`src/rtl/pat_pkg.sv`:
```
// ----------------------------------------------------------------------------
// Primitive assembly package
// Shared widths, topology codes and the records passed between the front end,
// the command queue and the triangle back end.
// ----------------------------------------------------------------------------
package pat_pkg;

    // Vertex number, stride and offset widths
    localparam int VIDX_W   = 16;
    localparam int STRIDE_W = 4;
    localparam int PROD_W   = VIDX_W + STRIDE_W;
    localparam int OFFSET_W = 20;

    // Configuration port
    localparam int CFG_IDX_W  = 3;
    localparam int CFG_DATA_W = 3;
    localparam logic [CFG_IDX_W-1:0] CFG_TOPOLOGY  = 3'd0;
    localparam logic [CFG_IDX_W-1:0] CFG_NORMALS   = 3'd1;
    localparam logic [CFG_IDX_W-1:0] CFG_TEXCOORDS = 3'd2;
    localparam logic [CFG_IDX_W-1:0] CFG_COLORS    = 3'd3;

    // Topology codes
    localparam logic [2:0] TOPO_TRIANGLES  = 3'd0;
    localparam logic [2:0] TOPO_STRIP      = 3'd1;
    localparam logic [2:0] TOPO_FAN        = 3'd2;
    localparam logic [2:0] TOPO_QUADS      = 3'd3;
    localparam logic [2:0] TOPO_QUAD_STRIP = 3'd4;

    // Per-attribute stride contributions in floats
    localparam logic [STRIDE_W-1:0] STRIDE_POS      = 4'd3;
    localparam logic [STRIDE_W-1:0] STRIDE_NORMALS  = 4'd3;
    localparam logic [STRIDE_W-1:0] STRIDE_TEXCOORD = 4'd2;
    localparam logic [STRIDE_W-1:0] STRIDE_COLORS   = 4'd4;

    // Command queue depth
    localparam int QDEPTH = 4;
    localparam int QPTR_W = $clog2(QDEPTH);
    localparam int QCNT_W = $clog2(QDEPTH + 1);

    typedef struct packed {
        logic [2:0] topology;
        logic       has_normals;
        logic       has_texcoords;
        logic       has_colors;
    } t_cfg;

    // One primitive: first triangle (a,b,c), optional second triangle (c,b,d)
    typedef struct packed {
        logic [VIDX_W-1:0]   a;
        logic [VIDX_W-1:0]   b;
        logic [VIDX_W-1:0]   c;
        logic [VIDX_W-1:0]   d;
        logic                two;
        logic [STRIDE_W-1:0] stride;
    } t_cmd;

endpackage

```
`src/rtl/pat_vtx_if.sv`:
```
// ----------------------------------------------------------------------------
// Vertex arrival channel
// Valid/ready channel carrying one vertex arrival per transaction.
// ----------------------------------------------------------------------------
interface pat_vtx_if;
    logic valid;
    logic ready;
    logic end_of_buffer;

    modport source (output valid, output end_of_buffer, input ready);
    modport sink   (input valid, input end_of_buffer, output ready);
endinterface

```
`src/rtl/pat_tri_if.sv`:
```
// ----------------------------------------------------------------------------
// Triangle result channel
// Valid/ready channel carrying one triangle's three corner offsets.
// ----------------------------------------------------------------------------
interface pat_tri_if;
    import pat_pkg::*;

    logic                valid;
    logic                ready;
    logic [OFFSET_W-1:0] first_offset;
    logic [OFFSET_W-1:0] second_offset;
    logic [OFFSET_W-1:0] third_offset;
    logic                last_of_run;

    modport source (output valid, output first_offset, output second_offset,
                    output third_offset, output last_of_run, input ready);
    modport sink   (input valid, input first_offset, input second_offset,
                    input third_offset, input last_of_run, output ready);
endinterface

```
`src/rtl/pat_front.sv`:
```
// ----------------------------------------------------------------------------
// Primitive assembly front end
// Counts vertices in the current buffer and turns each vertex that completes
// a primitive into a command for the back end.
// ----------------------------------------------------------------------------
module pat_front
    import pat_pkg::*;
#(
    parameter int MAX_VERTICES = 65536
) (
    input  logic i_clk,
    input  logic i_rst_n,
    input  t_cfg i_cfg,
    input  logic i_accept,
    input  logic i_end_of_buffer,
    output logic o_push,
    output t_cmd o_cmd
);

    localparam int CNT_W = $clog2(MAX_VERTICES + 1);

    logic [CNT_W-1:0]  r_count;
    logic [CNT_W-1:0]  n_count;
    logic [1:0]        r_phase;
    logic [1:0]        n_phase;
    logic              w_room;
    logic [VIDX_W-1:0] w_k;
    logic              w_hit;

    assign w_room = (r_count < CNT_W'(MAX_VERTICES));
    assign w_k    = VIDX_W'(r_count);

    // Build the stride and classify the arriving vertex against the topology
    always_comb begin
        o_cmd.stride = STRIDE_POS;
        if (i_cfg.has_normals) begin
            o_cmd.stride = o_cmd.stride + STRIDE_NORMALS;
        end
        if (i_cfg.has_texcoords) begin
            o_cmd.stride = o_cmd.stride + STRIDE_TEXCOORD;
        end
        if (i_cfg.has_colors) begin
            o_cmd.stride = o_cmd.stride + STRIDE_COLORS;
        end

        w_hit     = 1'b0;
        o_cmd.two = 1'b0;
        o_cmd.a   = w_k - VIDX_W'(2);
        o_cmd.b   = w_k - VIDX_W'(1);
        o_cmd.c   = w_k;
        o_cmd.d   = w_k;
        case (i_cfg.topology)
            TOPO_TRIANGLES: begin
                // Third vertex of each group of three
                w_hit = (r_phase == 2'd2);
            end
            TOPO_STRIP: begin
                w_hit = (w_k >= VIDX_W'(2));
                // Odd strip triangles swap their first two corners
                if (w_k[0]) begin
                    o_cmd.a = w_k - VIDX_W'(1);
                    o_cmd.b = w_k - VIDX_W'(2);
                end
            end
            TOPO_FAN: begin
                w_hit   = (w_k >= VIDX_W'(2));
                o_cmd.a = '0;
            end
            TOPO_QUADS, TOPO_QUAD_STRIP: begin
                if (i_cfg.topology == TOPO_QUADS) begin
                    w_hit = (w_k[1:0] == 2'b11);
                end else begin
                    w_hit = (w_k >= VIDX_W'(3)) && w_k[0];
                end
                o_cmd.two = 1'b1;
                o_cmd.a   = w_k - VIDX_W'(3);
                o_cmd.b   = w_k - VIDX_W'(2);
                o_cmd.c   = w_k - VIDX_W'(1);
                o_cmd.d   = w_k;
            end
            default: begin
                w_hit = 1'b0;
            end
        endcase
    end

    assign o_push = i_accept && w_room && w_hit;

    // Advance the counter and its position in a group of three, saturate
    // when full, restart on end of buffer
    always_comb begin
        n_count = r_count;
        n_phase = r_phase;
        if (i_accept) begin
            if (i_end_of_buffer) begin
                n_count = '0;
                n_phase = '0;
            end else if (w_room) begin
                n_count = r_count + CNT_W'(1);
                n_phase = (r_phase == 2'd2) ? 2'd0 : r_phase + 2'd1;
            end
        end
    end

    always_ff @(posedge i_clk) begin
        if (!i_rst_n) begin
            r_count <= '0;
            r_phase <= '0;
        end else begin
            r_count <= n_count;
            r_phase <= n_phase;
        end
    end

endmodule

```
`src/rtl/pat_fifo.sv`:
```
// ----------------------------------------------------------------------------
// Primitive command queue
// Short queue between the front end and the back end.
// ----------------------------------------------------------------------------
module pat_fifo
    import pat_pkg::*;
(
    input  logic i_clk,
    input  logic i_rst_n,
    input  logic i_push,
    input  t_cmd i_cmd,
    input  logic i_pop,
    output t_cmd o_cmd,
    output logic o_empty,
    output logic o_full
);

    t_cmd              r_mem [QDEPTH];
    logic [QPTR_W-1:0] r_wptr;
    logic [QPTR_W-1:0] r_rptr;
    logic [QCNT_W-1:0] r_cnt;

    assign o_empty = (r_cnt == '0);
    assign o_full  = (r_cnt == QCNT_W'(QDEPTH));
    assign o_cmd   = r_mem[r_rptr];

    // Store entries
    always_ff @(posedge i_clk) begin
        if (i_push) begin
            r_mem[r_wptr] <= i_cmd;
        end
    end

    // Advance pointers and occupancy
    always_ff @(posedge i_clk) begin
        if (!i_rst_n) begin
            r_wptr <= '0;
            r_rptr <= '0;
            r_cnt  <= '0;
        end else begin
            if (i_push) begin
                r_wptr <= r_wptr + QPTR_W'(1);
            end
            if (i_pop) begin
                r_rptr <= r_rptr + QPTR_W'(1);
            end
            if (i_push && !i_pop) begin
                r_cnt <= r_cnt + QCNT_W'(1);
            end else if (i_pop && !i_push) begin
                r_cnt <= r_cnt - QCNT_W'(1);
            end
        end
    end

endmodule

```
`src/rtl/pat_back.sv`:
```
// ----------------------------------------------------------------------------
// Triangle back end
// Expands each queued primitive into one or two triangles, scales the corner
// vertex numbers by the stride and holds the result in an output register.
// ----------------------------------------------------------------------------
module pat_back
    import pat_pkg::*;
(
    input  logic       i_clk,
    input  logic       i_rst_n,
    input  t_cmd       i_cmd,
    input  logic       i_empty,
    output logic       o_pop,
    pat_tri_if.source  o_tri
);

    logic                r_valid;
    logic                r_second;
    logic [OFFSET_W-1:0] r_first_offset;
    logic [OFFSET_W-1:0] r_second_offset;
    logic [OFFSET_W-1:0] r_third_offset;
    logic                r_last;

    logic                w_load;
    logic                w_take;
    logic [VIDX_W-1:0]   w_c0;
    logic [VIDX_W-1:0]   w_c2;
    logic                w_last;
    logic [PROD_W-1:0]   w_p0;
    logic [PROD_W-1:0]   w_p1;
    logic [PROD_W-1:0]   w_p2;

    assign w_load = !r_valid || o_tri.ready;
    assign w_take = w_load && !i_empty;

    // Select the corners: (a,b,c) first, then (c,b,d) for a pair
    assign w_c0   = r_second ? i_cmd.c : i_cmd.a;
    assign w_c2   = r_second ? i_cmd.d : i_cmd.c;
    assign w_last = r_second || !i_cmd.two;
    assign o_pop  = w_take && w_last;

    assign w_p0 = PROD_W'(w_c0) * PROD_W'(i_cmd.stride);
    assign w_p1 = PROD_W'(i_cmd.b) * PROD_W'(i_cmd.stride);
    assign w_p2 = PROD_W'(w_c2) * PROD_W'(i_cmd.stride);

    // Load the output register when empty or drained
    always_ff @(posedge i_clk) begin
        if (w_take) begin
            r_first_offset  <= OFFSET_W'(w_p0);
            r_second_offset <= OFFSET_W'(w_p1);
            r_third_offset  <= OFFSET_W'(w_p2);
            r_last          <= w_last;
        end
    end

    always_ff @(posedge i_clk) begin
        if (!i_rst_n) begin
            r_valid  <= 1'b0;
            r_second <= 1'b0;
        end else begin
            if (w_load) begin
                r_valid <= !i_empty;
            end
            if (w_take) begin
                r_second <= i_cmd.two && !r_second;
            end
        end
    end

    assign o_tri.valid         = r_valid;
    assign o_tri.first_offset  = r_first_offset;
    assign o_tri.second_offset = r_second_offset;
    assign o_tri.third_offset  = r_third_offset;
    assign o_tri.last_of_run   = r_last;

endmodule

```
`src/rtl/primitive_assembly_to_triangles.sv`:
```
// ----------------------------------------------------------------------------
// Primitive assembly to triangles
// Counts vertex arrivals and emits triangles as float offsets of corners.
// ----------------------------------------------------------------------------
// Usage:
//   i_vtx carries one vertex arrival per transaction; end_of_buffer marks the
//   last vertex of a buffer and restarts the vertex count after it.
//   o_tri carries one triangle per transaction: three corner offsets (vertex
//   number times stride) and last_of_run on the final triangle of a vertex.
//   Configuration (topology, attribute flags) is written through i_cfg_we,
//   i_cfg_idx and i_cfg_data while the block is idle; writes apply at once.
// Timing:
//   A vertex is taken every cycle while the four-entry command queue has
//   room. A completing vertex is written into the command queue, and its
//   first triangle is then loaded from the queue into the output register
//   that drives o_tri. While o_tri is ready and the queue is not empty, the
//   back end issues one triangle per cycle; a quad or quad-strip pair gives two.
// Reset and stall:
//   Reset clears the configuration, the vertex count, the queue and the
//   output valid flag. While o_tri is stalled the output register holds, and
//   vertices keep being accepted until the queue fills.
// ----------------------------------------------------------------------------
module primitive_assembly_to_triangles
    import pat_pkg::*;
#(
    parameter int MAX_VERTICES = 65536
) (
    input  logic                  i_clk,
    input  logic                  i_rst_n,
    pat_vtx_if.sink               i_vtx,
    pat_tri_if.source             o_tri,
    input  logic                  i_cfg_we,
    input  logic [CFG_IDX_W-1:0]  i_cfg_idx,
    input  logic [CFG_DATA_W-1:0] i_cfg_data
);

    t_cfg r_cfg;
    t_cmd w_push_cmd;
    t_cmd w_head_cmd;
    logic w_push;
    logic w_pop;
    logic w_empty;
    logic w_full;
    logic w_accept;

    // Hold configuration registers
    always_ff @(posedge i_clk) begin
        if (!i_rst_n) begin
            r_cfg <= '0;
        end else if (i_cfg_we) begin
            case (i_cfg_idx)
                CFG_TOPOLOGY:  r_cfg.topology      <= i_cfg_data;
                CFG_NORMALS:   r_cfg.has_normals   <= i_cfg_data[0];
                CFG_TEXCOORDS: r_cfg.has_texcoords <= i_cfg_data[0];
                CFG_COLORS:    r_cfg.has_colors    <= i_cfg_data[0];
                default: begin
                end
            endcase
        end
    end

    assign i_vtx.ready = !w_full;
    assign w_accept    = i_vtx.valid && !w_full;

    pat_front #(
        .MAX_VERTICES (MAX_VERTICES)
    ) u_front (
        .i_clk           (i_clk),
        .i_rst_n         (i_rst_n),
        .i_cfg           (r_cfg),
        .i_accept        (w_accept),
        .i_end_of_buffer (i_vtx.end_of_buffer),
        .o_push          (w_push),
        .o_cmd           (w_push_cmd)
    );

    pat_fifo u_fifo (
        .i_clk   (i_clk),
        .i_rst_n (i_rst_n),
        .i_push  (w_push),
        .i_cmd   (w_push_cmd),
        .i_pop   (w_pop),
        .o_cmd   (w_head_cmd),
        .o_empty (w_empty),
        .o_full  (w_full)
    );

    pat_back u_back (
        .i_clk   (i_clk),
        .i_rst_n (i_rst_n),
        .i_cmd   (w_head_cmd),
        .i_empty (w_empty),
        .o_pop   (w_pop),
        .o_tri   (o_tri)
    );

endmodule
```
`src/flat_wrapper.sv`:
```
// flat-port wrapper written by rule: the top's interface ports become plain ports
module primitive_assembly_to_triangles_flat import pat_pkg::*;
#(
    parameter int MAX_VERTICES = 65536
)
  (i_clk, i_rst_n, i_cfg_we, i_cfg_idx, i_cfg_data, i_vtx_valid, i_vtx_end_of_buffer, i_vtx_ready, o_tri_valid, o_tri_first_offset, o_tri_second_offset, o_tri_third_offset, o_tri_last_of_run, o_tri_ready);
  pat_vtx_if i_vtx_i ();
  pat_tri_if o_tri_i ();
  input  logic i_clk;
  input  logic i_rst_n;
  input  logic i_cfg_we;
  input  logic [CFG_IDX_W-1:0] i_cfg_idx;
  input  logic [CFG_DATA_W-1:0] i_cfg_data;
  input wire logic [$bits(i_vtx_i.valid)-1:0] i_vtx_valid;
  input wire logic [$bits(i_vtx_i.end_of_buffer)-1:0] i_vtx_end_of_buffer;
  output wire logic [$bits(i_vtx_i.ready)-1:0] i_vtx_ready;
  output wire logic [$bits(o_tri_i.valid)-1:0] o_tri_valid;
  output wire logic [$bits(o_tri_i.first_offset)-1:0] o_tri_first_offset;
  output wire logic [$bits(o_tri_i.second_offset)-1:0] o_tri_second_offset;
  output wire logic [$bits(o_tri_i.third_offset)-1:0] o_tri_third_offset;
  output wire logic [$bits(o_tri_i.last_of_run)-1:0] o_tri_last_of_run;
  input wire logic [$bits(o_tri_i.ready)-1:0] o_tri_ready;
  assign i_vtx_i.valid = i_vtx_valid;
  assign i_vtx_i.end_of_buffer = i_vtx_end_of_buffer;
  assign i_vtx_ready = i_vtx_i.ready;
  assign o_tri_valid = o_tri_i.valid;
  assign o_tri_first_offset = o_tri_i.first_offset;
  assign o_tri_second_offset = o_tri_i.second_offset;
  assign o_tri_third_offset = o_tri_i.third_offset;
  assign o_tri_last_of_run = o_tri_i.last_of_run;
  assign o_tri_i.ready = o_tri_ready;
  primitive_assembly_to_triangles #(.MAX_VERTICES(MAX_VERTICES)) u_core (.i_clk(i_clk), .i_rst_n(i_rst_n), .i_vtx(i_vtx_i), .o_tri(o_tri_i), .i_cfg_we(i_cfg_we), .i_cfg_idx(i_cfg_idx), .i_cfg_data(i_cfg_data));
endmodule
```
`config.mk`:
```
export PLATFORM = sky130hd
export DESIGN_NAME = primitive_assembly_to_triangles_flat
export DESIGN_NICKNAME = d
export VERILOG_FILES = /design/src/rtl/pat_pkg.sv /design/src/rtl/pat_vtx_if.sv /design/src/rtl/pat_tri_if.sv /design/src/rtl/pat_front.sv /design/src/rtl/pat_fifo.sv /design/src/rtl/pat_back.sv /design/src/rtl/primitive_assembly_to_triangles.sv /design/src/flat_wrapper.sv
export SDC_FILE = /design/constraint.sdc
export NUM_CORES = 1
export LEC_CHECK = 0
export ABC_AREA = 1
export BUFFER_PORTS_ARGS = -buffer_cell sky130_fd_sc_hd__buf_4
export CAP_MARGIN = 20
export CORE_MARGIN = 4
export CORE_UTILIZATION = 60
export CTS_CLUSTER_SIZE = 40
export DETAILED_ROUTE_END_ITERATION = 6
export GPL_ROUTABILITY_DRIVEN = 0
export GPL_TIMING_DRIVEN = 0
export PLACE_DENSITY_LB_ADDON = 0.08
export SKIP_CTS_REPAIR_TIMING = 1
export SYNTH_ARGS = -nofsm -noshare
export SYNTH_HDL_FRONTEND = slang
export SYNTH_HIERARCHICAL = 1
export SYNTH_SLANG_ARGS = --single-unit
```
`constraint.sdc`:
```
create_clock -name i_clk -period 7.1 [get_ports i_clk]
set_clock_uncertainty 0.15 [all_clocks]
set_input_delay 0 -clock i_clk [delete_from_list [all_inputs] [get_ports i_clk]]
set_output_delay 0 -clock i_clk [all_outputs]
set_load 0.03 [all_outputs]
```
==> key figures <==
Run status
  – Status: finished clean

Yosys
  – Yosys top cell area share: 45.1%
  – Synth Cell Area: 22400 um^2
  – Async SR Flop Fraction: 0%
  – Gate Count Post-Synth: 2410
  – Synth top cells by count: nand2_1, inv_1, edfxtp_1
  – Synth Area per Inst: 9.31 um^2
  – Netlist cell types: 49
  – Ranking of synthesized cells by area: edfxtp_1, fa_1, nand2_1
  – Register area share after synthesis: 48.3%
  – Synth area leader: edfxtp_1
  – Ys flop type: edfxtp_1
  – EDFF count, synth: 337
  – Most frequent cell after synthesis: nand2_1
  – FF+latch count, synth: 373
  – Yosys warns: 6
  – Syn Nets: 2595

Route
  – Detailed Routing Iterations Pass 1: 5
  – DRC: 0
  – Vias per cell: 5.52
  – Avg WL per Cell: 17.9 um
  – 1st-iter DRT viols: 1486
  – Routed Antenna Nets: 0
  – Vias post-DR: 16.9k
  – Final wirelength: 54700 um

Floorplan
  – Core Rows: 70
  – Die Area: 40500 um^2
  – Die W: 201 um
  – Initial Util: 61.0%
  – Die height: 201 um
  – Core area: 36800 um^2
  – IO Pins: 75

CTS
  – H-tree depth: 2
  – Clk pin slew, worst setup/hold paths: 60 ps
  – Num CTS Buffers: 40
  – Clk buf depth: 3
  – Root Buffer: clkbuf_16
  – Worst skew pair latency: 550 ps
  – Clock sink count: 373
  – CTS tree: yes

Global route
  – Pin count of the biggest net entering global routing: 52
  – Initial antenna violation count: 0
  – Gr ovfl total: 0
  – Vias in the first global route: 16.4k
  – Global-route wire length before repair: 86900 um
  – Overall Global Routing Usage: 27.0%

Finish
  – Share of post-route cells with drive strength above 1: 10.7%
  – # diodes: 0
  – P&R area growth vs syn: 12.8%
  – Final #Nets: 2741
  – Fillcell total: 2903

Run
  – Max Cap Viol: 0

STA
  – Final Setup Violations: 0
  – Fmax: 0.191 GHz
  – Final Critical Period: 5220 ps
  – Worst slew pin tran: 850 ps
  – Max_slew headroom: 42.7%
  – Setup_tns: 0 ps
  – Hold violation count in the final report: 0
  – Final Max Slew Viols: 0
  – Final Cycle Share: 73.6%
  – Final setup margin: 1880 ps
  – RSZ-0062 raised after global routing: no

Placed design
  – PortBufs: 74
  – Dpl ws: 2010 ps
  – Placed wire-length estimate: 40300 um

Hold path
  – Hold WC Path Type: in2reg

Worst setup path
  – Worst Path Max Fanout: 10
  – CP Capture Type: register
  – Required time worst endpoint: 7250 ps
  – Critical path arrival: 5370 ps
  – Worst setup SP type: register
  – Critical path class: reg2reg
flip-flops by register name (all words and copies together) (netlist names), named ones only:
signal                             cells
u_core/u_fifo/r_mem                  276
u_core/u_front/r_phase                 2
u_core/u_fifo/r_cnt                    3
u_core/r_cfg                           6
u_core/u_back/o_tri.last_of_run        1
u_core/u_back/o_tri.first_offset      20
u_core/u_front/r_count                17
u_core/u_back/o_tri.third_offset      20
u_core/u_fifo/r_wptr                   2
u_core/u_fifo/r_rptr                   2
u_core/u_back/o_tri.second_offset     20
u_core/u_back/r_second                 1
u_core/u_back/o_tri.valid              1
kinds of logic after synthesis:
| group | share of synthesized area, % |
|---|---|
| and+or+nand+nor | 17.6 |
| muxes | 1.25 |
| xor gates and xnor gates | 2.03 |
| DFF | 48.3 |
| buffers and inverters | 9.04 |
| adders and majority gates | 12.5 |
| AOI/OAI and AO/OA | 9.29 |
path summary, 6_finish.rpt:
path	startpoint	endpoint	slack [ps]	cells past startpoint
setup / recovery	register	u_core/u_back/o_tri.first_offset[14]$_DFFE_PP_	1880	20
hold / removal	i_cfg_data[0]	u_core/r_cfg[0]$_SDFFE_PN0P_	200	6
setup reg to reg	register	u_core/u_back/o_tri.first_offset[14]$_DFFE_PP_	1880	20
hold reg to reg	u_core/u_fifo/r_rptr[1]$_SDFFE_PN0P_	register	290	1
per-stage QoR:
step / std cells / utilization (%) / instance area, um^2 / hold WS, ps
2_1_floorplan: 2410 / - / 22400 / -29.3
3_3_place_gp: 2952 / 64.1 / 23600 / 122
3_5_place_dp: 2958 / 64.5 / 23700 / 169
4_1_cts: 3029 / 68.1 / 25100 / -421
5_1_grt: 3053 / 68.8 / 25300 / 224
6_report: 3053 / 68.8 / 25300 / 201
cell usage in the layout, fill, tap and decap left out, drive strengths merged, types with 28 or more instances in the layout:
cell type / Yosys / layout
nand2: 442 / 442
inv: 357 / 360
nor2: 352 / 352
edfxtp: 337 / 337
o21ai: 219 / 219
buf: 71 / 151
ha: 88 / 88
fa: 85 / 85
nand3: 85 / 85
clkbuf: 32 / 85
a21oi: 79 / 79
o22ai: 69 / 69
xor2: 45 / 45
dfxtp: 36 / 36
or2: 31 / 31
mux2i: 28 / 28
critical path, cell delays in order (launching register included):
cell and delay (ps):
dfxtp_1 440, inv_2 210, buf_2 270, o21ai_0 140
o22ai_1 360, buf_2 320, inv_1 110, clkbuf_1 250
or2_1 300, fa_1 480, inv_1 60, fa_1 580
inv_1 70, fa_1 460, nand3b_1 180, nand2_1 130
nand3_1 80, nand2_1 140, nand2_1 90, nand3_1 80
nand2_1 70
area by class of cell:
| cell class | count | area [um^2] | area share (%) |
|---|---|---|---|
| clock inverter | 18 | 235 | 0.929 |
| tap | 468 | 586 | 2.31 |
| inverter | 359 | 1360 | 5.37 |
| timing repair buffer | 104 | 946 | 3.74 |
| clock buffer | 53 | 1090 | 4.31 |
| buffer | 103 | 677 | 2.67 |
| multi-input combinational | 1575 | 9570 | 37.8 |
| sequential | 373 | 10800 | 42.8 |
layer usage:
layer	global-route usage (%)	part of all wire, %
met1	36.6	41
met2	44.1	47
met3	4.88	8.3
met4	9.57	3.5
met5	0	0
Power is left out: the tool's default activity adds up to more than one toggle a clock period on the data nets, which glitch-free logic cannot reach.
